File: src/rtl/swlfc_pkg.sv
// Shared types and constants for the sync-word length-prefixed frame codec.
`default_nettype none

package swlfc_pkg;

   // Fixed frame bytes
   localparam logic [7:0] SYNC_BYTE0 = 8'hAA;
   localparam logic [7:0] SYNC_BYTE1 = 8'h55;
   localparam logic [7:0] PAD_BYTE   = 8'h88;

   // Result kinds
   localparam logic [1:0] KIND_FRAME   = 2'd0;
   localparam logic [1:0] KIND_DELIVER = 2'd1;
   localparam logic [1:0] KIND_STATUS  = 2'd2;

   // End status codes
   localparam logic [2:0] ST_OK        = 3'd0;
   localparam logic [2:0] ST_EMPTY     = 3'd1;
   localparam logic [2:0] ST_BAD_SYNC  = 3'd2;
   localparam logic [2:0] ST_RX_OVER   = 3'd3;
   localparam logic [2:0] ST_TX_LONG   = 3'd4;

   // Direction codes of the func field
   localparam logic FUNC_TX = 1'b0;
   localparam logic FUNC_RX = 1'b1;

   // Register indexes and reset values
   localparam logic [1:0] CFG_RX_LEN_LIMIT  = 2'd0;
   localparam logic [1:0] CFG_MAX_TX_FRAME  = 2'd1;
   localparam logic [1:0] CFG_RX_CAPACITY   = 2'd2;
   localparam logic [15:0] RX_LEN_LIMIT_RST = 16'd1024;
   localparam logic [15:0] MAX_TX_FRAME_RST = 16'd1036;
   localparam logic [15:0] RX_CAPACITY_RST  = 16'd64;

   // Command queue between front and back
   localparam int QUEUE_DEPTH = 4;
   localparam int QUEUE_AW    = 2;

   typedef struct packed {
      logic        func;
      logic        frame_start;
      logic [7:0]  data_byte;
      logic [15:0] tx_length;
   } req_type;

   typedef struct packed {
      logic [1:0]  kind;
      logic [7:0]  out_byte;
      logic [2:0]  status;
      logic [15:0] delivered_count;
      logic        last;
   } rsp_type;

   typedef struct packed {
      logic [15:0] rx_len_limit;
      logic [15:0] max_tx_frame;
      logic [15:0] rx_capacity;
   } cfg_type;

   // One classified transaction: header, one byte, padding and status, in that order
   typedef struct packed {
      logic        hdr_en;
      logic        hdr_last;
      logic [15:0] len;
      logic        byte_en;
      logic [1:0]  byte_kind;
      logic [7:0]  data;
      logic        byte_last;
      logic [1:0]  pad_cnt;
      logic        stat_en;
      logic [2:0]  stat;
      logic [15:0] count;
   } cmd_type;

endpackage

`default_nettype wire

File: src/rtl/sync_word_length_frame_codec.sv
// Top level of the sync-word length-prefixed frame codec.
// Framer and deframer for a link frame of HEADER_BYTES header bytes (AA 55, 16-bit
// little-endian length, zero fill), payload, and 0x88 padding to a multiple of 4.
// Input transactions carry one byte each and are classified by a front end in the
// cycle they are accepted; a 4-entry command queue feeds a back end that writes one
// result per cycle into the output register unless it is held full. Receive bytes
// stream at one per cycle likewise; a transaction with several results holds the
// back end until all are written, e.g. a transmit frame start yields HEADER_BYTES
// header bytes, its first payload byte and up to 3 padding bytes. The input reports
// full once four commands are waiting. Registers sit on the APB-style port at byte
// addresses 0 (receive length limit), 4 (max_tx_frame) and 8 (rx_capacity).
`default_nettype none

module sync_word_length_frame_codec #(
   parameter int HEADER_BYTES = 8
) (
   input  wire logic               clock,
   input  wire logic               reset,
   // Input queue side
   input  wire logic               req_push,
   output logic                    req_full,
   input  wire swlfc_pkg::req_type req_data,
   // Result queue side
   output logic                    rsp_empty,
   input  wire logic               rsp_pop,
   output swlfc_pkg::rsp_type      rsp_data,
   // Register port
   input  wire logic               csr_psel,
   input  wire logic               csr_penable,
   input  wire logic               csr_pwrite,
   input  wire logic [3:0]         csr_paddr,
   input  wire logic [31:0]        csr_pwdata,
   output logic [31:0]             csr_prdata,
   output logic                    csr_pready
);

   logic [15:0] rx_len_limit_ff, max_tx_frame_ff, rx_capacity_ff;
   logic [1:0]  csr_index;
   logic        csr_write;
   logic [15:0] csr_rd_value;

   swlfc_pkg::cfg_type cfg;
   swlfc_pkg::cmd_type front_cmd, head_cmd;
   logic front_cmd_valid, head_valid, head_pop, queue_full, accept;

   assign csr_pready = 1'b1;
   assign csr_index  = csr_paddr[3:2];
   assign csr_write  = csr_psel && csr_penable && csr_pwrite && csr_pready;

   // Register write
   always_ff @(posedge clock) begin
      if (reset) begin
         rx_len_limit_ff <= swlfc_pkg::RX_LEN_LIMIT_RST;
         max_tx_frame_ff <= swlfc_pkg::MAX_TX_FRAME_RST;
         rx_capacity_ff  <= swlfc_pkg::RX_CAPACITY_RST;
      end else if (csr_write) begin
         case (csr_index)
            swlfc_pkg::CFG_RX_LEN_LIMIT: rx_len_limit_ff <= csr_pwdata[15:0];
            swlfc_pkg::CFG_MAX_TX_FRAME: max_tx_frame_ff <= csr_pwdata[15:0];
            swlfc_pkg::CFG_RX_CAPACITY:  rx_capacity_ff  <= csr_pwdata[15:0];
            default: begin
            end
         endcase
      end
   end

   // Register read
   always_comb begin
      case (csr_index)
         swlfc_pkg::CFG_RX_LEN_LIMIT: csr_rd_value = rx_len_limit_ff;
         swlfc_pkg::CFG_MAX_TX_FRAME: csr_rd_value = max_tx_frame_ff;
         swlfc_pkg::CFG_RX_CAPACITY:  csr_rd_value = rx_capacity_ff;
         default:                     csr_rd_value = 16'd0;
      endcase
      csr_prdata = {16'd0, csr_rd_value};
   end

   assign cfg = '{rx_len_limit: rx_len_limit_ff,
                  max_tx_frame: max_tx_frame_ff,
                  rx_capacity:  rx_capacity_ff};

   assign req_full = queue_full;
   assign accept   = req_push && !queue_full;

   swlfc_front #(
      .HEADER_BYTES (HEADER_BYTES)
   ) u_front (
      .clock     (clock),
      .reset     (reset),
      .accept    (accept),
      .req       (req_data),
      .cfg       (cfg),
      .cmd       (front_cmd),
      .cmd_valid (front_cmd_valid)
   );

   swlfc_queue u_queue (
      .clock     (clock),
      .reset     (reset),
      .push      (front_cmd_valid),
      .push_cmd  (front_cmd),
      .pop       (head_pop),
      .head_cmd  (head_cmd),
      .not_empty (head_valid),
      .full      (queue_full)
   );

   swlfc_back #(
      .HEADER_BYTES (HEADER_BYTES)
   ) u_back (
      .clock      (clock),
      .reset      (reset),
      .head_cmd   (head_cmd),
      .head_valid (head_valid),
      .head_pop   (head_pop),
      .rsp_pop    (rsp_pop),
      .rsp_empty  (rsp_empty),
      .rsp_data   (rsp_data)
   );

endmodule

`default_nettype wire

File: src/rtl/swlfc_queue.sv
// Short command queue between the classifying front end and the emitting back end.
`default_nettype none

module swlfc_queue (
   input  wire logic               clock,
   input  wire logic               reset,
   input  wire logic               push,
   input  wire swlfc_pkg::cmd_type push_cmd,
   input  wire logic               pop,
   output swlfc_pkg::cmd_type      head_cmd,
   output logic                    not_empty,
   output logic                    full
);

   swlfc_pkg::cmd_type entry_ff [swlfc_pkg::QUEUE_DEPTH];
   logic [swlfc_pkg::QUEUE_AW-1:0] wr_ptr_ff, wr_ptr_in;
   logic [swlfc_pkg::QUEUE_AW-1:0] rd_ptr_ff, rd_ptr_in;
   logic [swlfc_pkg::QUEUE_AW:0]   count_ff, count_in;

   assign head_cmd  = entry_ff[rd_ptr_ff];
   assign not_empty = (count_ff != '0);
   assign full      = (count_ff == (swlfc_pkg::QUEUE_AW+1)'(swlfc_pkg::QUEUE_DEPTH));

   // Pointer and occupancy update
   always_comb begin
      wr_ptr_in = push ? wr_ptr_ff + 1'b1 : wr_ptr_ff;
      rd_ptr_in = pop ? rd_ptr_ff + 1'b1 : rd_ptr_ff;
      count_in  = count_ff;
      if (push && !pop) begin
         count_in = count_ff + 1'b1;
      end else if (!push && pop) begin
         count_in = count_ff - 1'b1;
      end
   end

   always_ff @(posedge clock) begin
      if (reset) begin
         wr_ptr_ff <= '0;
         rd_ptr_ff <= '0;
         count_ff  <= '0;
      end else begin
         wr_ptr_ff <= wr_ptr_in;
         rd_ptr_ff <= rd_ptr_in;
         count_ff  <= count_in;
      end
   end

   // Entry storage, no reset needed
   always_ff @(posedge clock) begin
      if (push) begin
         entry_ff[wr_ptr_ff] <= push_cmd;
      end
   end

endmodule

`default_nettype wire

File: src/rtl/swlfc_front.sv
// Front end: tracks frame progress per input transaction and classifies it into a command.
`default_nettype none

module swlfc_front #(
   parameter int HEADER_BYTES = 8
) (
   input  wire logic               clock,
   input  wire logic               reset,
   input  wire logic               accept,
   input  wire swlfc_pkg::req_type req,
   input  wire swlfc_pkg::cfg_type cfg,
   output swlfc_pkg::cmd_type      cmd,
   output logic                    cmd_valid
);

   typedef enum logic [2:0] {
      PH_IDLE,
      PH_TX_PAY,
      PH_RX_HDR,
      PH_RX_PAY,
      PH_RX_PAD
   } phase_type;

   phase_type   phase_ff, phase_in, eff_phase;
   logic [15:0] pos_ff, pos_in;
   logic [15:0] plen_ff, plen_in;
   logic [15:0] dlen_ff, dlen_in;
   logic [1:0]  pad_ff, pad_in;
   logic [7:0]  lowb_ff, lowb_in;

   logic [15:0] eff_pos, inc_pos;
   logic [15:0] tx_plen;
   logic [1:0]  tx_pad_new, tx_pad;
   logic [16:0] tx_total;
   logic        tx_done;
   logic [15:0] rx_plen_new, cap_m1, rx_dlen_new;
   logic [1:0]  rx_pad_new;

   // Shared position step and length arithmetic
   always_comb begin
      eff_pos     = req.frame_start ? 16'd0 : pos_ff;
      inc_pos     = eff_pos + 16'd1;
      tx_pad_new  = 2'd0 - req.tx_length[1:0];
      tx_total    = {1'b0, req.tx_length} + 17'(HEADER_BYTES) + {15'd0, tx_pad_new};
      tx_plen     = req.frame_start ? req.tx_length : plen_ff;
      tx_pad      = req.frame_start ? tx_pad_new : pad_ff;
      tx_done     = (inc_pos == tx_plen);
      rx_plen_new = {req.data_byte, lowb_ff};
      cap_m1      = cfg.rx_capacity - 16'd1;
      if (cfg.rx_capacity == 16'd0) begin
         rx_dlen_new = 16'd0;
      end else if (rx_plen_new < cap_m1) begin
         rx_dlen_new = rx_plen_new;
      end else begin
         rx_dlen_new = cap_m1;
      end
      rx_pad_new = 2'd0 - rx_plen_new[1:0];
      eff_phase  = req.frame_start ? PH_RX_HDR : phase_ff;
   end

   // Frame state update and command build
   always_comb begin
      phase_in  = phase_ff;
      pos_in    = pos_ff;
      plen_in   = plen_ff;
      dlen_in   = dlen_ff;
      pad_in    = pad_ff;
      lowb_in   = lowb_ff;
      cmd       = '0;
      cmd_valid = 1'b0;
      if (accept) begin
         if (req.func == swlfc_pkg::FUNC_TX) begin
            if (req.frame_start) begin
               // Transmit frame start: header, then the first payload byte; a too-long status instead if over the limit
               plen_in   = req.tx_length;
               pad_in    = tx_pad_new;
               pos_in    = 16'd0;
               phase_in  = PH_IDLE;
               cmd_valid = 1'b1;
               if (tx_total > {1'b0, cfg.max_tx_frame}) begin
                  cmd.stat_en = 1'b1;
                  cmd.stat    = swlfc_pkg::ST_TX_LONG;
               end else begin
                  cmd.hdr_en = 1'b1;
                  cmd.len    = req.tx_length;
                  if (req.tx_length == 16'd0) begin
                     cmd.hdr_last = 1'b1;
                  end else begin
                     phase_in = PH_TX_PAY;
                  end
               end
            end
            // Payload byte, in the start transaction or a later one
            if ((req.frame_start && cmd.hdr_en && !cmd.hdr_last) ||
                (!req.frame_start && phase_ff == PH_TX_PAY)) begin
               cmd_valid     = 1'b1;
               cmd.byte_en   = 1'b1;
               cmd.byte_kind = swlfc_pkg::KIND_FRAME;
               cmd.data      = req.data_byte;
               pos_in        = inc_pos;
               if (tx_done) begin
                  cmd.byte_last = (tx_pad == 2'd0);
                  cmd.pad_cnt   = tx_pad;
                  phase_in      = PH_IDLE;
                  pos_in        = 16'd0;
               end
            end
         end else if (req.frame_start || phase_ff == PH_RX_HDR ||
                      phase_ff == PH_RX_PAY || phase_ff == PH_RX_PAD) begin
            if (req.frame_start) begin
               phase_in = PH_RX_HDR;
               pos_in   = 16'd0;
            end
            case (eff_phase)
               PH_RX_HDR: begin
                  pos_in = inc_pos;
                  if (inc_pos >= 16'(HEADER_BYTES)) begin
                     phase_in = PH_RX_PAY;
                     pos_in   = 16'd0;
                  end
                  if ((eff_pos == 16'd0 && req.data_byte != swlfc_pkg::SYNC_BYTE0) ||
                      (eff_pos == 16'd1 && req.data_byte != swlfc_pkg::SYNC_BYTE1)) begin
                     cmd_valid   = 1'b1;
                     cmd.stat_en = 1'b1;
                     cmd.stat    = swlfc_pkg::ST_BAD_SYNC;
                     phase_in    = PH_IDLE;
                     pos_in      = 16'd0;
                  end
                  if (eff_pos == 16'd2) begin
                     lowb_in = req.data_byte;
                  end
                  if (eff_pos == 16'd3) begin
                     plen_in = rx_plen_new;
                     if (rx_plen_new == 16'd0 || rx_plen_new > cfg.rx_len_limit) begin
                        cmd_valid   = 1'b1;
                        cmd.stat_en = 1'b1;
                        cmd.stat    = (rx_plen_new == 16'd0) ? swlfc_pkg::ST_EMPTY
                                                             : swlfc_pkg::ST_RX_OVER;
                        phase_in    = PH_IDLE;
                        pos_in      = 16'd0;
                     end else begin
                        dlen_in = rx_dlen_new;
                        pad_in  = rx_pad_new;
                     end
                  end
               end
               PH_RX_PAY: begin
                  if (eff_pos < dlen_ff) begin
                     cmd_valid     = 1'b1;
                     cmd.byte_en   = 1'b1;
                     cmd.byte_kind = swlfc_pkg::KIND_DELIVER;
                     cmd.data      = req.data_byte;
                  end
                  pos_in = inc_pos;
                  if (inc_pos == plen_ff) begin
                     if (pad_ff == 2'd0) begin
                        cmd_valid   = 1'b1;
                        cmd.stat_en = 1'b1;
                        cmd.stat    = swlfc_pkg::ST_OK;
                        cmd.count   = dlen_ff;
                        phase_in    = PH_IDLE;
                        pos_in      = 16'd0;
                     end else begin
                        phase_in = PH_RX_PAD;
                     end
                  end
               end
               PH_RX_PAD: begin
                  // Padding is consumed without a check
                  pad_in = pad_ff - 2'd1;
                  if (pad_ff == 2'd1) begin
                     cmd_valid   = 1'b1;
                     cmd.stat_en = 1'b1;
                     cmd.stat    = swlfc_pkg::ST_OK;
                     cmd.count   = dlen_ff;
                     phase_in    = PH_IDLE;
                     pos_in      = 16'd0;
                  end
               end
               default: begin
               end
            endcase
         end
      end
   end

   always_ff @(posedge clock) begin
      if (reset) begin
         phase_ff <= PH_IDLE;
         pos_ff   <= '0;
         plen_ff  <= '0;
         dlen_ff  <= '0;
         pad_ff   <= '0;
         lowb_ff  <= '0;
      end else begin
         phase_ff <= phase_in;
         pos_ff   <= pos_in;
         plen_ff  <= plen_in;
         dlen_ff  <= dlen_in;
         pad_ff   <= pad_in;
         lowb_ff  <= lowb_in;
      end
   end

endmodule

`default_nettype wire

File: src/rtl/swlfc_back.sv
// Back end: expands queued commands into result transactions, one per cycle unless the output register is held full.
`default_nettype none

module swlfc_back #(
   parameter int HEADER_BYTES = 8
) (
   input  wire logic               clock,
   input  wire logic               reset,
   input  wire swlfc_pkg::cmd_type head_cmd,
   input  wire logic               head_valid,
   output logic                    head_pop,
   input  wire logic               rsp_pop,
   output logic                    rsp_empty,
   output swlfc_pkg::rsp_type      rsp_data
);

   localparam int HIDX_W = $clog2(HEADER_BYTES + 1);

   logic [HIDX_W-1:0]  hdr_idx_ff, hdr_idx_in;
   logic               byte_done_ff, byte_done_in;
   logic [1:0]         pad_idx_ff, pad_idx_in;
   logic               valid_ff, valid_in;
   swlfc_pkg::rsp_type rsp_ff, rsp_in;

   logic hdr_act, byte_act, pad_act, piece_final, advance;
   logic [7:0] hdr_byte;

   assign rsp_empty = !valid_ff;
   assign rsp_data  = rsp_ff;

   // Header byte at the current index
   always_comb begin
      if (hdr_idx_ff == HIDX_W'(0)) begin
         hdr_byte = swlfc_pkg::SYNC_BYTE0;
      end else if (hdr_idx_ff == HIDX_W'(1)) begin
         hdr_byte = swlfc_pkg::SYNC_BYTE1;
      end else if (hdr_idx_ff == HIDX_W'(2)) begin
         hdr_byte = head_cmd.len[7:0];
      end else if (hdr_idx_ff == HIDX_W'(3)) begin
         hdr_byte = head_cmd.len[15:8];
      end else begin
         hdr_byte = 8'd0;
      end
   end

   // Pick the current piece of the head command and build its result
   always_comb begin
      advance  = head_valid && (!valid_ff || rsp_pop);
      hdr_act  = head_cmd.hdr_en && (hdr_idx_ff < HIDX_W'(HEADER_BYTES));
      byte_act = !hdr_act && head_cmd.byte_en && !byte_done_ff;
      pad_act  = !hdr_act && !byte_act && (pad_idx_ff < head_cmd.pad_cnt);
      rsp_in   = '0;
      if (hdr_act) begin
         rsp_in.kind     = swlfc_pkg::KIND_FRAME;
         rsp_in.out_byte = hdr_byte;
         piece_final     = (hdr_idx_ff == HIDX_W'(HEADER_BYTES - 1)) && !head_cmd.byte_en &&
                           (head_cmd.pad_cnt == 2'd0) && !head_cmd.stat_en;
         rsp_in.last     = piece_final && head_cmd.hdr_last;
      end else if (byte_act) begin
         rsp_in.kind     = head_cmd.byte_kind;
         rsp_in.out_byte = head_cmd.data;
         rsp_in.last     = head_cmd.byte_last;
         piece_final     = (head_cmd.pad_cnt == 2'd0) && !head_cmd.stat_en;
      end else if (pad_act) begin
         rsp_in.kind     = swlfc_pkg::KIND_FRAME;
         rsp_in.out_byte = swlfc_pkg::PAD_BYTE;
         rsp_in.last     = (pad_idx_ff == head_cmd.pad_cnt - 2'd1);
         piece_final     = rsp_in.last && !head_cmd.stat_en;
      end else begin
         rsp_in.kind            = swlfc_pkg::KIND_STATUS;
         rsp_in.status          = head_cmd.stat;
         rsp_in.delivered_count = head_cmd.count;
         rsp_in.last            = 1'b1;
         piece_final            = 1'b1;
      end
      head_pop = advance && piece_final;
   end

   // Progress within the head command
   always_comb begin
      hdr_idx_in   = hdr_idx_ff;
      byte_done_in = byte_done_ff;
      pad_idx_in   = pad_idx_ff;
      if (advance) begin
         if (piece_final) begin
            hdr_idx_in   = '0;
            byte_done_in = 1'b0;
            pad_idx_in   = '0;
         end else if (hdr_act) begin
            hdr_idx_in = hdr_idx_ff + 1'b1;
         end else if (byte_act) begin
            byte_done_in = 1'b1;
         end else if (pad_act) begin
            pad_idx_in = pad_idx_ff + 2'd1;
         end
      end
      if (advance) begin
         valid_in = 1'b1;
      end else if (rsp_pop) begin
         valid_in = 1'b0;
      end else begin
         valid_in = valid_ff;
      end
   end

   always_ff @(posedge clock) begin
      if (reset) begin
         hdr_idx_ff   <= '0;
         byte_done_ff <= 1'b0;
         pad_idx_ff   <= '0;
         valid_ff     <= 1'b0;
      end else begin
         hdr_idx_ff   <= hdr_idx_in;
         byte_done_ff <= byte_done_in;
         pad_idx_ff   <= pad_idx_in;
         valid_ff     <= valid_in;
      end
   end

   // Output register payload
   always_ff @(posedge clock) begin
      if (advance) begin
         rsp_ff <= rsp_in;
      end
   end

endmodule

`default_nettype wire

File: config.mk
export PLATFORM = sky130hd
export DESIGN_NAME = sync_word_length_frame_codec
export DESIGN_NICKNAME = d
export VERILOG_FILES = /design/src/rtl/swlfc_pkg.sv /design/src/rtl/sync_word_length_frame_codec.sv /design/src/rtl/swlfc_queue.sv /design/src/rtl/swlfc_front.sv /design/src/rtl/swlfc_back.sv
export SDC_FILE = /design/constraint.sdc
export NUM_CORES = 1
export LEC_CHECK = 0
export BUFFER_PORTS_ARGS = -buffer_cell sky130_fd_sc_hd__buf_2
export CAP_MARGIN = 20
export CORE_UTILIZATION = 52
export DETAILED_ROUTE_END_ITERATION = 16
export HOLD_SLACK_MARGIN = 0.08
export PLACE_DENSITY = 0.7
export SETUP_SLACK_MARGIN = 0.15
export SLEW_MARGIN = 15
export SYNTH_ARGS = -nofsm -noshare
export SYNTH_HDL_FRONTEND = slang
export SYNTH_SLANG_ARGS = --single-unit
File: constraint.sdc
create_clock -name clock -period 8.1 [get_ports clock]
set_input_delay 0.405 -clock clock [delete_from_list [all_inputs] [get_ports clock]]
set_output_delay 0.405 -clock clock [all_outputs]
set_load 0.05 [all_outputs]
Word level (Yosys, flattened, before mapping)
Memories as Yosys holds them, arrays and structs flattened. A register that Yosys moved wholly into a read port is not among the register bits. Index checks and enable logic that the tools add are counted.

$add $sub $neg: 14. Magnitude comparators: 7. Eq/ne operators: 31. Muxes and demuxes: 115. Bitwise logic cells: 1. Reduce and logical (&&, ||, !) cells: 68.

Operator list (number): $mux W16 (20); $pmux W16 S3 (2); $mux W18 (5); $mux W20 (4); $logic_not A16 Y1 (4); $mux W3 (18); $mux W52 (1); $mux W8 (6); $mux W11 (4); $eq A16 B16 Y1 (2); $eq A16 B2 Y1 const B (2); $lt A16 B16 Y1 (2); $mux W4 (8); $pmux W16 S2 (1); $mux W1 (27); $mux W2 (13); $logic_and A1 B1 Y1 (23); $add A16 B4 Y17 const B (1); $add A17 B2 Y17 (1); $gt A17 B16 Y1 (1); $add A16 B1 Y16 const B (1); $eq A16 B1 Y1 const B (1); $ge A16 B4 Y1 const B (1); $gt A16 B16 Y1 (1); other kinds (44) (87).

Flip-flop bits (word level): 154. Bits in writable memories: 208. Input port bits: 69. Output and inout bits: 65. Logic and storage cells: 258. Memories kept: 1.

Memories: u_queue.entry_ff (words 4, width 52, rd ports 1, clocked after memory_dff 1, write ports 1, line swlfc_queue.sv:15) `swlfc_pkg::cmd_type entry_ff [swlfc_pkg::QUEUE_DEPTH];`.

Logic depth before layout (Yosys ltp)
Gate-level depths: netlist (run 1).

Depth in word-level cells: 17. Mapped depth: 22. Depth with buffers taken out: 20.

By module
A second synthesis (run 1) with hierarchy kept.

Cells, all modules: 1765. Area total of the unflattened synthesis: 19791.5 sq um.

By module, submodules not included: swlfc_queue (times used 1, cells an instance 316, area each 7995.2 sq um, seq. area each 6426.2 sq um); swlfc_front (times used 1, cells an instance 1032, area each 7435.9 sq um, seq. area each 1221.2 sq um); sync_word_length_frame_codec (times used 1, cells an instance 257, area each 2478.6 sq um, seq. area each 960.9 sq um); swlfc_back (times used 1, cells an instance 160, area each 1881.8 sq um, seq. area each 1061.0 sq um).

Worst setup path before layout (run 1)
No wires, ideal clock.

Kind: input to register. Start: input port req_data[24] in the netlist's numbering. End: memory u_queue.entry_ff[0][0] in the netlist's numbering (enable). Library setup time: 0.414 ns. Data arrival time: 4.723 ns. Data required time: 7.686 ns. Setup slack: 2.963 ns. Stages: 17. Path buffers: 4. Cell sequence: buf_6 -> inv_2 -> clkbuf_1 -> nand2_1 -> inv_1 -> ha_1 -> buf_6 -> and4_1 -> nand4_2 -> xor2_2 -> nor2_1 -> or4_4 -> nor4_4 -> a311o_1 -> o221a_1 -> buf_4 -> and2_1.

Longest elaborated chain between the ends: 13. Elaborated cells on any way between the ends: 40. Those cells by class: 1 x add/sub; 1 x order compare; 6 x eq/ne; 19 x mux; 13 x reduce/logical.

RTL lines: start, declared (line sync_word_length_frame_codec.sv:22) `input wire swlfc_pkg::req_type req_data,`; parallel branches: the longest is 9 deep, another holds $add A16 B1 Y16; $mux W1 * (line swlfc_front.sv:72) `if (req.func == swlfc_pkg::FUNC_TX) begin`; $mux W1 * (line swlfc_front.sv:71) `if (accept) begin`; named net front_cmd_valid (line sync_word_length_frame_codec.sv:44) `logic front_cmd_valid, head_valid, head_pop, queue_full, accept;`; $mux W1 * (line swlfc_queue.sv:50) `if (push) begin`; $mux W1 (implied by the code) * (line swlfc_queue.sv:51) `entry_ff[wr_ptr_ff] <= push_cmd;`; end, declared (line swlfc_queue.sv:15).

Mark *: on every way through the listed nets, which the timed path passes. The select of a mux whose other input is x is not followed.

Worst setup path in the final report (run 1)
Start: register u_front.pos_ff[0]. End: memory u_queue.entry_ff[1][44] in the netlist's numbering (enable).

Longest elaborated chain between the ends: 13. Elaborated cells on any way between the ends: 22. Those cells by class: 1 x add/sub; 1 x order compare; 3 x eq/ne; 13 x mux; 4 x reduce/logical.

RTL lines: start, declared (line swlfc_front.sv:25) `logic [15:0] pos_ff, pos_in;`; start signal, assigned (line swlfc_front.sv:197) `pos_ff <= pos_in;`; $mux W16 * (line swlfc_front.sv:41) `eff_pos = req.frame_start ? 16'd0 : pos_ff;`; parallel branches: the longest is 6 deep, another holds $add A16 B1 Y16; $pmux W1 S3 * (line swlfc_front.sv:114) `case (eff_phase)`; $mux W1 * (line swlfc_front.sv:108) `end else if (req.frame_start || phase_ff == PH_RX_HDR ||`; $mux W1 * (line swlfc_front.sv:72); $mux W1 * (line swlfc_front.sv:71); $mux W1 * (line swlfc_queue.sv:50); $mux W1 (implied by the code) * (line swlfc_queue.sv:51).

Every way passes the cells marked *.

==> summary.md, run 1 <==
• **Final Hold Slack** 0.118 ns
• **cell with the biggest individual delay on the critical path** and2_2
• **detailed router's first-iteration violation count** 1226
• **fraction of post-synthesis cell area in the top cell type by area** 36.8%
• **reg-to-reg startpoint** u_front.pos_ff[0]$_SDFFE_PP0P_
• **final max-slew violation count** 0
• **total of flip-flops plus latches after synthesis** 360
• **highest cell delay on the worst timing path** 0.74 ns
• **maximum net fanout on the critical path** 29
• **cells resized by post-CTS repair** 0
• **critical path capture point type** flip-flop
• **setup TNS** 0 ns
• **startpoint of the worst hold path** csr_pwdata[11]
• **number of setup buffers added after CTS** 0
• **die outline area** 37500 um2
• **number of buffers inserted during clock tree synthesis** 39
• **Min-Delay Endpoint** rx_len_limit_ff[11]$_SDFFE_PP0P_
• **worst rel slew slack** 28.8%
• **cell taking the most area after synthesis** edfxtp_1
• **register-to-register setup slack** 2.74 ns
• **critical path startpoint category** flip-flop
• **Final WS setup** 2.74 ns
• **DR pass1 iterations** 6
• **synth-to-layout area growth** 11.3%
• **fin crit share** 66.2%
• **most area-consuming cells after synthesis** edfxtp_1 (37%), dfxtp_1 (13%), mux4_2 (6.0%), ha_1 (5.5%), nand2_1 (3.4%)
• **count of clock tree sinks** 360
• **width of the die** 194 um
• **average wire per standard cell** 23.1 um
• **CTS Hold Bufs** 0
• **Commonest cells post-synth** edfxtp_1 (234), nand2_1 (174), dfxtp_1 (126)
• **Finish-stage setup viols** 0
• **Mapped Area** 19100 um2
• **largest delay contributor family on the critical path** simple AND/OR/NAND/NOR gates
• **wire length of the first global-routing pass** 81200 um
• **Register-to-Register Path Depth** 12
• **leakage dissipation** 7.74 nW
• **fmax** 186 MHz
• **commonest register cell after synthesis** edfxtp_1
• **number of buffers and inverters on the critical path** 2
• **worst hold path type** in2reg
• **mean cell area of the mapped netlist** 10.9 um2
• **Cell Rows** 69
• **CP Data Arrival Time** 5.58 ns
• **Final min period** 5.36 ns
• **number of enable flip-flop cells after synthesis** 234
• **worst-skew pair later-pin latency** 0.55 ns
• **worst-case clock skew** 0.0299 ns
• **Detail Placement HPWL** 38300 um
• **total routed wirelength** 53300 um
• **Worst R2R End** u_queue.entry_ff[1][44]$_DFFE_PP_
• **most frequent CP cell** nand4_1
• **global-route total usage across every layer** 28.3%
• **Fin. Hold Viols** 0
• **maximum capacitance violations** 0
• **routability-driven placement congestion ratio** 0.960
• **Nets** 1969
• **Yosys Warn Count** 0
• **proportion of synthesized chip area in sequential cells** 50.0%
• **DRC violation count after routing** 0
• **Worst Hold Path Cells** 3
• **I/O pins** 134
• **clock transition at the register clock pins on the worst setup and hold paths after CTS** 0.06 ns
• **pwr dens** 247 nW/um2
• **critical-path cell list** nand2_1, inv_2, ha_1, and4_1, nand4_1, a221oi_1, nand4_1, nor4_4, a311o_1, o221a_1, and2_2, buf_4
• **share of async-settable or async-resettable flops after synthesis** 0%
• **total core area** 35800 um2
• **gate count of the mapped netlist** 1746
• **post-synthesis cell type count** 92
• **post-placement worst setup slack** 2.38 ns
• **vias in the first global route** 13700
• **most frequent cell after synthesis** edfxtp_1
• **Die Y** 194 um
• **maximum count of clock buffers along a single path** 3
• **pin count of the biggest net entering global routing** 65
• **peak supply drop** 0.000151 V
• **unrepaired setup endpoints after global routing** false
• **total vias in the final route** 14200
• **critical path data required time** 8.32 ns
• **level count of the clock H-tree** 2
• **total grt overflow** 0
• **Worst Max-Slew Pin Slew** 1.07 ns
• **DRT antenna net count** 0
• **final core occ** 59.3%
• **fraction of layout cells with a size suffix above 1** 15.2%
• **run status** finished, final reports clean
• **number of fillers in the final layout** 2937
• **CTS Root Cell** clkbuf_16
• **effective utilization at floorplan** 53.3%
• **classification of the worst setup path** reg2reg
• **number of I/O port buffers** 98
• **post-detailed-route via-to-cell ratio** 6.14
• **CTS tree** done
• **number of antenna violations at the first check in global routing** 3
cell type report:
cell class / count / area (um2) / area share [%]
inverters: 110 / 413 / 1.94
flip-flops and latches: 360 / 9550 / 45.0
multi-input cells: 1184 / 8660 / 40.8
well taps: 461 / 577 / 2.72
clock inverters: 21 / 322 / 1.51
repair buffers: 120 / 658 / 3.10
diodes: 3 / 7.51 / 0.0353
clock buffers: 49 / 1050 / 4.96
state kept, by name, indices dropped and copies added, names as in the netlist, 8 cells and up, named ones only:
name              count
max_tx_frame_ff      16
rx_len_limit_ff      16
u_back.rsp_data      30
u_front.dlen_ff      16
rx_capacity_ff       16
u_front.plen_ff      16
u_queue.entry_ff    204
u_front.pos_ff       16
u_front.lowb_ff       8
placed cells by master (no fill, tap or decap), drive strengths merged, types with 53 or more instances in the layout:
cell type / Yosys / routed
a21oi: 112 / 112
and2: 53 / 53
buf: 47 / 119
dfxtp: 126 / 126
edfxtp: 234 / 234
ha: 84 / 84
inv: 109 / 110
nand2: 174 / 174
nor2: 117 / 117
o21ai: 65 / 65
where the power goes:
part / total [mW] / internal [mW] / switching [mW]
sequential: 2.22 / 2.14 / 0.0712
combinational: 1.12 / 0.341 / 0.779
clock: 1.91 / 1.18 / 0.734
total: 5.25 / 3.67 / 1.58
tightest hold or removal path: stages:
cell,delay (ns)
buf_2,0.11
nand2_1,0.05
a21oi_1,0.05
metrics by stage:
step / total power [mW] / cell area [um2] / instances
after global placement: 3.35 / 19800 / 2234
after CTS: 5.27 / 21200 / 2304
after global routing: 5.43 / 21200 / 2308
after floorplan: 3.09 / 19200 / 1761
final: 5.25 / 21200 / 2308
after detailed placement: 3.37 / 19800 / 2234
kinds of logic after synthesis:
logic type	share of synthesized area (%)
compound gates	11.5
xor+xnor	3.07
fa+ha+maj	5.61
buf+inv	5.03
flops	50.0
mux	8.70
other cells	0.0393
simple gates	16.0
metal layers:
layer	wire, um	GRT usage (%)
met5	0	0.383
met4	1750	10.0
met3	3970	4.71
met2	24800	45.2
met1	22900	38.9
worst max-delay path by stage:
stage	to	cells after the start	slack [ns]	from
after global routing	u_queue.entry_ff[1][36]$_DFFE_PP_	12	2.39	u_front.pos_ff[0]$_SDFFE_PP0P_
after global placement	u_queue.entry_ff[1][22]$_DFFE_PP_	14	2.33	req_data[24]
after CTS	u_queue.entry_ff[3][44]$_DFFE_PP_	12	2.77	u_front.pos_ff[0]$_SDFFE_PP0P_
after floorplan	u_queue.entry_ff[0][0]$_DFFE_PP_	17	2.96	req_data[24]
after detailed placement	u_queue.entry_ff[3][19]$_DFFE_PP_	14	2.38	req_data[24]
final	u_queue.entry_ff[1][44]$_DFFE_PP_	12	2.74	u_front.pos_ff[0]$_SDFFE_PP0P_
(Power assumes the default switching activity.)
==> run 2, diff against run 1 <==
--- a/config.mk
+++ b/config.mk
@@ -10,7 +10,7 @@
 export CORE_UTILIZATION = 52
 export DETAILED_ROUTE_END_ITERATION = 16
 export HOLD_SLACK_MARGIN = 0.08
-export PLACE_DENSITY = 0.7
+export PLACE_DENSITY = 0.73
 export SETUP_SLACK_MARGIN = 0.15
 export SLEW_MARGIN = 15
 export SYNTH_ARGS = -nofsm -noshare
==> constraint.sdc (replaced) <==
create_clock -name clock -period 4.9 [get_ports clock]
set_input_delay 0.245 -clock clock [delete_from_list [all_inputs] [get_ports clock]]
set_output_delay 0.245 -clock clock [all_outputs]
set_load 0.05 [all_outputs]
==> run 2 against run 1 <==
  * Clock skew is 0.011 ns lower
  * Cell area is 1.8% higher
  * Sequential power is 66% higher
  * Global-route usage is 0.91 points higher
  * Non-clock buffer count is 47 higher
  * Largest power group unchanged
  * Highest routed layer is now met5
==> summary.md, run 2 (synthesis gave the netlist of run 1 again) <==
• **startpoint of the worst hold path** req_data[23]
• **area used by multi-input combinational logic** 8660 um2
• **worst-skew pair later-pin latency** 0.57 ns
• **DRC violation count after routing** 0
• **classification of the worst setup path** reg2reg
• **critical path data required time** 5.40 ns
• **Reg area** 9550 um2
• **effective utilization at floorplan** 53.3%
• **worst hold path type** in2reg
• **CP Data Arrival Time** 4.87 ns
• **Final min period** 4.37 ns
• **setup TNS** 0 ns
• **I/O pins** 134
• **fin crit share** 89.3%
• **synth-to-layout area growth** 13.3%
• **leading cell type in the layout, fill and taps excluded** edfxtp_1
• **critical path startpoint category** flip-flop
• **register-to-register setup slack** 0.53 ns
• **Cell Rows** 69
• **unrepaired setup endpoints after global routing** false
• **number of setup buffers added after CTS** 0
• **Final WS setup** 0.526 ns
• **number of buffers inserted during clock tree synthesis** 39
• **leakage dissipation** 7.96 nW
• **average wire per standard cell** 23.2 um
• **pin count of the biggest net entering global routing** 68
• **Die Y** 194 um
• **reg-to-reg startpoint** u_front.pos_ff[1]$_SDFFE_PP0P_
• **Register-to-Register Path Depth** 17
• **clock transition at the register clock pins on the worst setup and hold paths after CTS** 0.06 ns
• **maximum capacitance violations** 0
• **cells resized by post-CTS repair** 0
• **Fin. Hold Viols** 0
• **Worst R2R End** u_queue.count_ff[2]$_SDFFE_PP0P_
• **run status** finished, final reports clean
• **number of antenna violations at the first check in global routing** 1
• **die outline area** 37500 um2
• **critical path capture point type** flip-flop
• **fmax** 229 MHz
• **level count of the clock H-tree** 2
• **count of clock tree sinks** 360
• **routability-driven placement congestion ratio** 0.976
• **final core occ** 60.4%
• **wire length of the first global-routing pass** 83000 um
• **total vias in the final route** 14400
• **CTS Root Cell** clkbuf_16
• **width of the die** 194 um
• **Finished Cell Area** 21600 um2
• **Worst Max-Slew Pin Slew** 0.992 ns
• **maximum count of clock buffers along a single path** 3
• **pwr dens** 396 nW/um2
• **post-placement worst setup slack** 0.216 ns
• **worst-case clock skew** 0.0193 ns
• **detailed router's first-iteration violation count** 1276
• **total grt overflow** 0
• **most frequent cells in the layout** edfxtp_1 (234), nand2_1 (174), dfxtp_1 (124), nor2_1 (117), a21oi_1 (110)
• **placed cell area** 20100 um2
• **DRT antenna net count** 0
• **Worst Hold Path Cells** 3
• **DR pass1 iterations** 5
• **final max-slew violation count** 0
• **register with the most flip-flops** u_queue.entry_ff
• **Nets** 2016
• **number of I/O port buffers** 98
• **vias in the first global route** 13900
• **Finish-stage setup viols** 0
• **max reg flops** 204
• **fraction of layout cells with a size suffix above 1** 16.6%
• **total core area** 35800 um2
• **CTS tree** done
• **maximum net fanout on the critical path** 5
• **number of fillers in the final layout** 2871
• **Detail Placement HPWL** 39500 um
• **Min-Delay Endpoint** u_front.lowb_ff[7]$_SDFFE_PP0P_
• **total power of the final layout** 8.56 mW
• **post-detailed-route via-to-cell ratio** 6.13
• **total routed wirelength** 54500 um
• **global-route total usage across every layer** 29.2%
• **peak supply drop** 0.000281 V
• **worst rel slew slack** 33.7%
## run 2: cell types whose count changed in the layout (fill, tap and decap cells not counted), sizes merged
cell	delta
buf	+31
dlygate4sd3	+17
diode	-2
clkinv	+2
bufinv	-3
## run 2: routing by layer
metal / vias to the layer above / global-route usage (%) / wire (um)
met1: 7001 / 38.5 / 22500
met3: 131 / 6.75 / 4810
met5: - / 0 / 8
li1: 6601 / - / -
met2: 678 / 46.3 / 24900
met4: 2 / 12.1 / 2220
## run 2: stage by stage
step	instances	hold slack, ns
finish	2353	0.124
global route	2352	0.113
CTS	2352	0.0897
detailed placement	2265	0.463
global placement	2263	0.456
floorplan	1761	0.369
## run 2: critical path, stage by stage, from the launching register on
cell,delay [ns]
dfxtp_1,0.32
nand2_1,0.09
inv_1,0.14
ha_1,0.35
nand4_2,0.22
o21ai_1,0.22
o21a_1,0.21
o221ai_1,0.16
or4_4,0.48
nor4_4,0.34
a311o_1,0.24
o221a_1,0.26
ha_1,0.21
inv_1,0.06
fa_1,0.37
xor2_1,0.17
or3_1,0.30
a21oi_1,0.14
## run 2: power by group
group / internal (mW) / switching [mW]
Sequential: 3.54 / 0.132
Clock: 1.79 / 1.22
Combinational: 0.587 / 1.29
Total: 5.92 / 2.64
## run 2: cell type report
type / count / share of cell area, %
clock inverters: 20 / 1.24
inverters: 110 / 1.91
repair buffers: 167 / 5.16
flip-flops and latches: 360 / 44.2
well taps: 461 / 2.67
diodes: 1 / 0.0116
multi-input cells: 1184 / 40.0
clock buffers: 50 / 4.83
## run 2: how the worst max path moves through the flow
stage | from | to | cells after the start
after detailed placement | req_data[0] | u_front.pos_ff[7]$_SDFFE_PP0P_ | 21
after global routing | req_data[0] | u_front.pos_ff[7]$_SDFFE_PP0P_ | 21
after floorplan | req_data[24] | u_queue.count_ff[2]$_SDFFE_PP0P_ | 22
after CTS | u_front.pos_ff[1]$_SDFFE_PP0P_ | u_queue.count_ff[2]$_SDFFE_PP0P_ | 17
after global placement | req_data[0] | u_front.pos_ff[2]$_SDFFE_PP0P_ | 20
final | u_front.pos_ff[1]$_SDFFE_PP0P_ | u_queue.count_ff[2]$_SDFFE_PP0P_ | 17
## run 2: timing repair
item                                   4_1_cts  5_1_grt
hold buffers                                17        0
endpoints found under the hold margin       49        0
setup endpoints to repair                    0        0
==> run 3, diff against run 2 <==
--- a/config.mk
+++ b/config.mk
@@ -7,10 +7,10 @@
 export LEC_CHECK = 0
 export BUFFER_PORTS_ARGS = -buffer_cell sky130_fd_sc_hd__buf_2
 export CAP_MARGIN = 20
-export CORE_UTILIZATION = 52
+export CORE_UTILIZATION = 61
 export DETAILED_ROUTE_END_ITERATION = 16
 export HOLD_SLACK_MARGIN = 0.08
-export PLACE_DENSITY = 0.73
+export PLACE_DENSITY = 0.8
 export SETUP_SLACK_MARGIN = 0.15
 export SLEW_MARGIN = 15
 export SYNTH_ARGS = -nofsm -noshare
==> constraint.sdc (replaced) <==
create_clock -name clock -period 4.1 [get_ports clock]
set_input_delay 0.205 -clock clock [delete_from_list [all_inputs] [get_ports clock]]
set_output_delay 0.205 -clock clock [all_outputs]
set_load 0.05 [all_outputs]
==> run 3 against run 2 <==
  * Die area fell by 15%
  * Cell area rose by 3.2%
  * Largest power group unchanged
  * Clock power rose by 14%
  * Routed wire length rose by 5.0%
  * Highest routed layer unchanged
  * Global-route usage rose by 6.9 points
  * Setup slack got worse by 0.38 ns
  * Critical path depth did not move
  * Non-clock buffer count rose by 92
  * Cell count rose by 1.1%
  * Clock-buffer cell count rose by 4
  * Sequential power rose by 20%
==> summary.md, run 3 (synthesis gave the netlist of run 1 again) <==
• **Finish-stage setup viols** 0
• **critical path data required time** 4.57 ns
• **total core area** 30700 um2
• **total power of the final layout** 10.2 mW
• **maximum net fanout on the critical path** 4
• **DRC violation count after routing** 0
• **worst rel slew slack** 42.3%
• **leakage dissipation** 8.43 nW
• **wire length of the first global-routing pass** 85700 um
• **detailed router's first-iteration violation count** 1661
• **Die Y** 179 um
• **cell with the biggest individual delay on the critical path** nor4_4
• **maximum capacitance violations** 0
• **highest cell delay on the worst timing path** 0.42 ns
• **DRT antenna net count** 0
• **I/O pins** 134
• **final max-slew violation count** 0
• **total vias in the final route** 15300
• **synth-to-layout area growth** 16.9%
• **final core occ** 72.8%
• **setup TNS** 0 ns
• **Fin. Hold Viols** 0
• **Cell Rows** 64
• **number of fillers in the final layout** 2058
• **classification of the worst setup path** reg2reg
• **total routed wirelength** 57200 um
• **die outline area** 32000 um2
• **fraction of layout cells with a size suffix above 1** 21.2%
• **number of I/O port buffers** 98
• **critical path startpoint category** flip-flop
• **Nets** 2107
• **pwr dens** 457 nW/um2
• **average wire per standard cell** 24.0 um
• **area used by multi-input combinational logic** 8770 um2
• **Worst Max-Slew Pin Slew** 0.864 ns
• **fmax** 253 MHz
• **critical-path cell list** nand2_4, inv_4, ha_4, nand4_4, nor4_4, xor2_1, a221oi_2, nand4_1, nor4_4, a311o_1, o221a_4, ha_4, inv_2, fa_2, xor2_1, or3_1, a21oi_1
• **Final min period** 3.95 ns
• **CTS tree** done
• **post-detailed-route via-to-cell ratio** 6.43
• **count of clock tree sinks** 360
• **clock transition at the register clock pins on the worst setup and hold paths after CTS** 0.06 ns
• **max reg flops** 204
• **Detail Placement HPWL** 41800 um
• **most frequent cells in the layout** edfxtp_1 (234), nand2_1 (173), buf_4 (137), dfxtp_1 (120), nor2_1 (117)
• **global-route total usage across every layer** 36.1%
• **number of buffers inserted during clock tree synthesis** 38
• **register with the most flip-flops** u_queue.entry_ff
• **largest delay contributor family on the critical path** simple AND/OR/NAND/NOR gates
• **vias in the first global route** 14700
• **width of the die** 179 um
• **effective utilization at floorplan** 62.3%
• **CTS Root Cell** clkbuf_16
• **DR pass1 iterations** 9
• **worst-case clock skew** 0.0195 ns
• **worst-skew pair later-pin latency** 0.55 ns
• **level count of the clock H-tree** 2
• **number of buffers and inverters on the critical path** 2
• **run status** finished, final reports clean
• **pin count of the biggest net entering global routing** 76
• **number of antenna violations at the first check in global routing** 3
• **unrepaired setup endpoints after global routing** true
• **total grt overflow** 0
• **leading cell type in the layout, fill and taps excluded** edfxtp_1
• **peak supply drop** 0.000274 V
• **maximum count of clock buffers along a single path** 3
• **fin crit share** 96.3%
• **critical path capture point type** flip-flop
• **CP Data Arrival Time** 4.42 ns
• **routability-driven placement congestion ratio** 1.03
• **worst hold path type** in2reg
• **Reg area** 9560 um2
run 3: worst register-to-register path, cell delays in order, from the launching register on:
cell and delay (ns):
dfxtp_1 0.37, nand2_4 0.08, inv_4 0.08, ha_4 0.20, nand4_4 0.15, nor4_4 0.42, xor2_1 0.13, a221oi_2 0.27
nand4_1 0.18, nor4_4 0.34, a311o_1 0.29, o221a_4 0.25, ha_4 0.15, inv_2 0.04, fa_2 0.33, xor2_1 0.17
or3_1 0.30, a21oi_1 0.12
run 3: layout make-up:
cell class              count  area share [%]
flip-flops and latches    360            42.8
multi-input cells        1184            39.3
repair buffers            259            8.19
clock buffers              54            4.80
well taps                 396            2.22
inverters                 110            1.89
clock inverters            15           0.779
diodes                      2          0.0224
run 3: where the power goes:
group          internal [mW]  switching, mW  leakage (nW)
sequential              4.24          0.166          3.20
combinational          0.763           1.61          4.62
clock                   1.92           1.50         0.609
run 3: through the flow:
step / instances / instance area (um2) / hold slack (ns) / worst slack, ns
after floorplan: 1761 / 19300 / 0.329 / 0.149
after global placement: 2289 / 20800 / 0.455 / -0.00200
after detailed placement: 2289 / 20800 / 0.456 / -0.0165
after CTS: 2378 / 22300 / 0.0963 / 0.160
after global routing: 2378 / 22300 / 0.119 / 0.0307
final: 2380 / 22300 / 0.120 / 0.150
run 3: final timing paths:
kind	from	endpoint	slack, ns	cells past startpoint
setup / recovery	u_front.pos_ff[1]$_SDFFE_PP0P_	u_queue.count_ff[2]$_SDFFE_PP0P_	0.15	17
hold / removal	req_data[5]	u_front.plen_ff[5]$_SDFFE_PP0P_	0.12	3
setup reg to reg	u_front.pos_ff[1]$_SDFFE_PP0P_	u_queue.count_ff[2]$_SDFFE_PP0P_	0.15	17
hold reg to reg	u_front.dlen_ff[4]$_SDFFE_PP0P_	u_front.dlen_ff[4]$_SDFFE_PP0P_	0.47	2
run 3: routing by layer:
metal  track usage [%]  wire (um)
met4              17.6       3060
met5                 0          8
met2              57.4      26400
met3              8.02       5760
met1              46.6      22000
run 3: repair_timing:
| item | in CTS | in global routing |
|---|---|---|
| endpoints found under the setup margin | 1 | 28 |
| gates resized for setup | 7 | 8 |
| pin swaps | 6 | 3 |
| hold buffers | 17 | 0 |
| endpoints found under the hold margin | 49 | 0 |
| setup buffers | 3 | 0 |
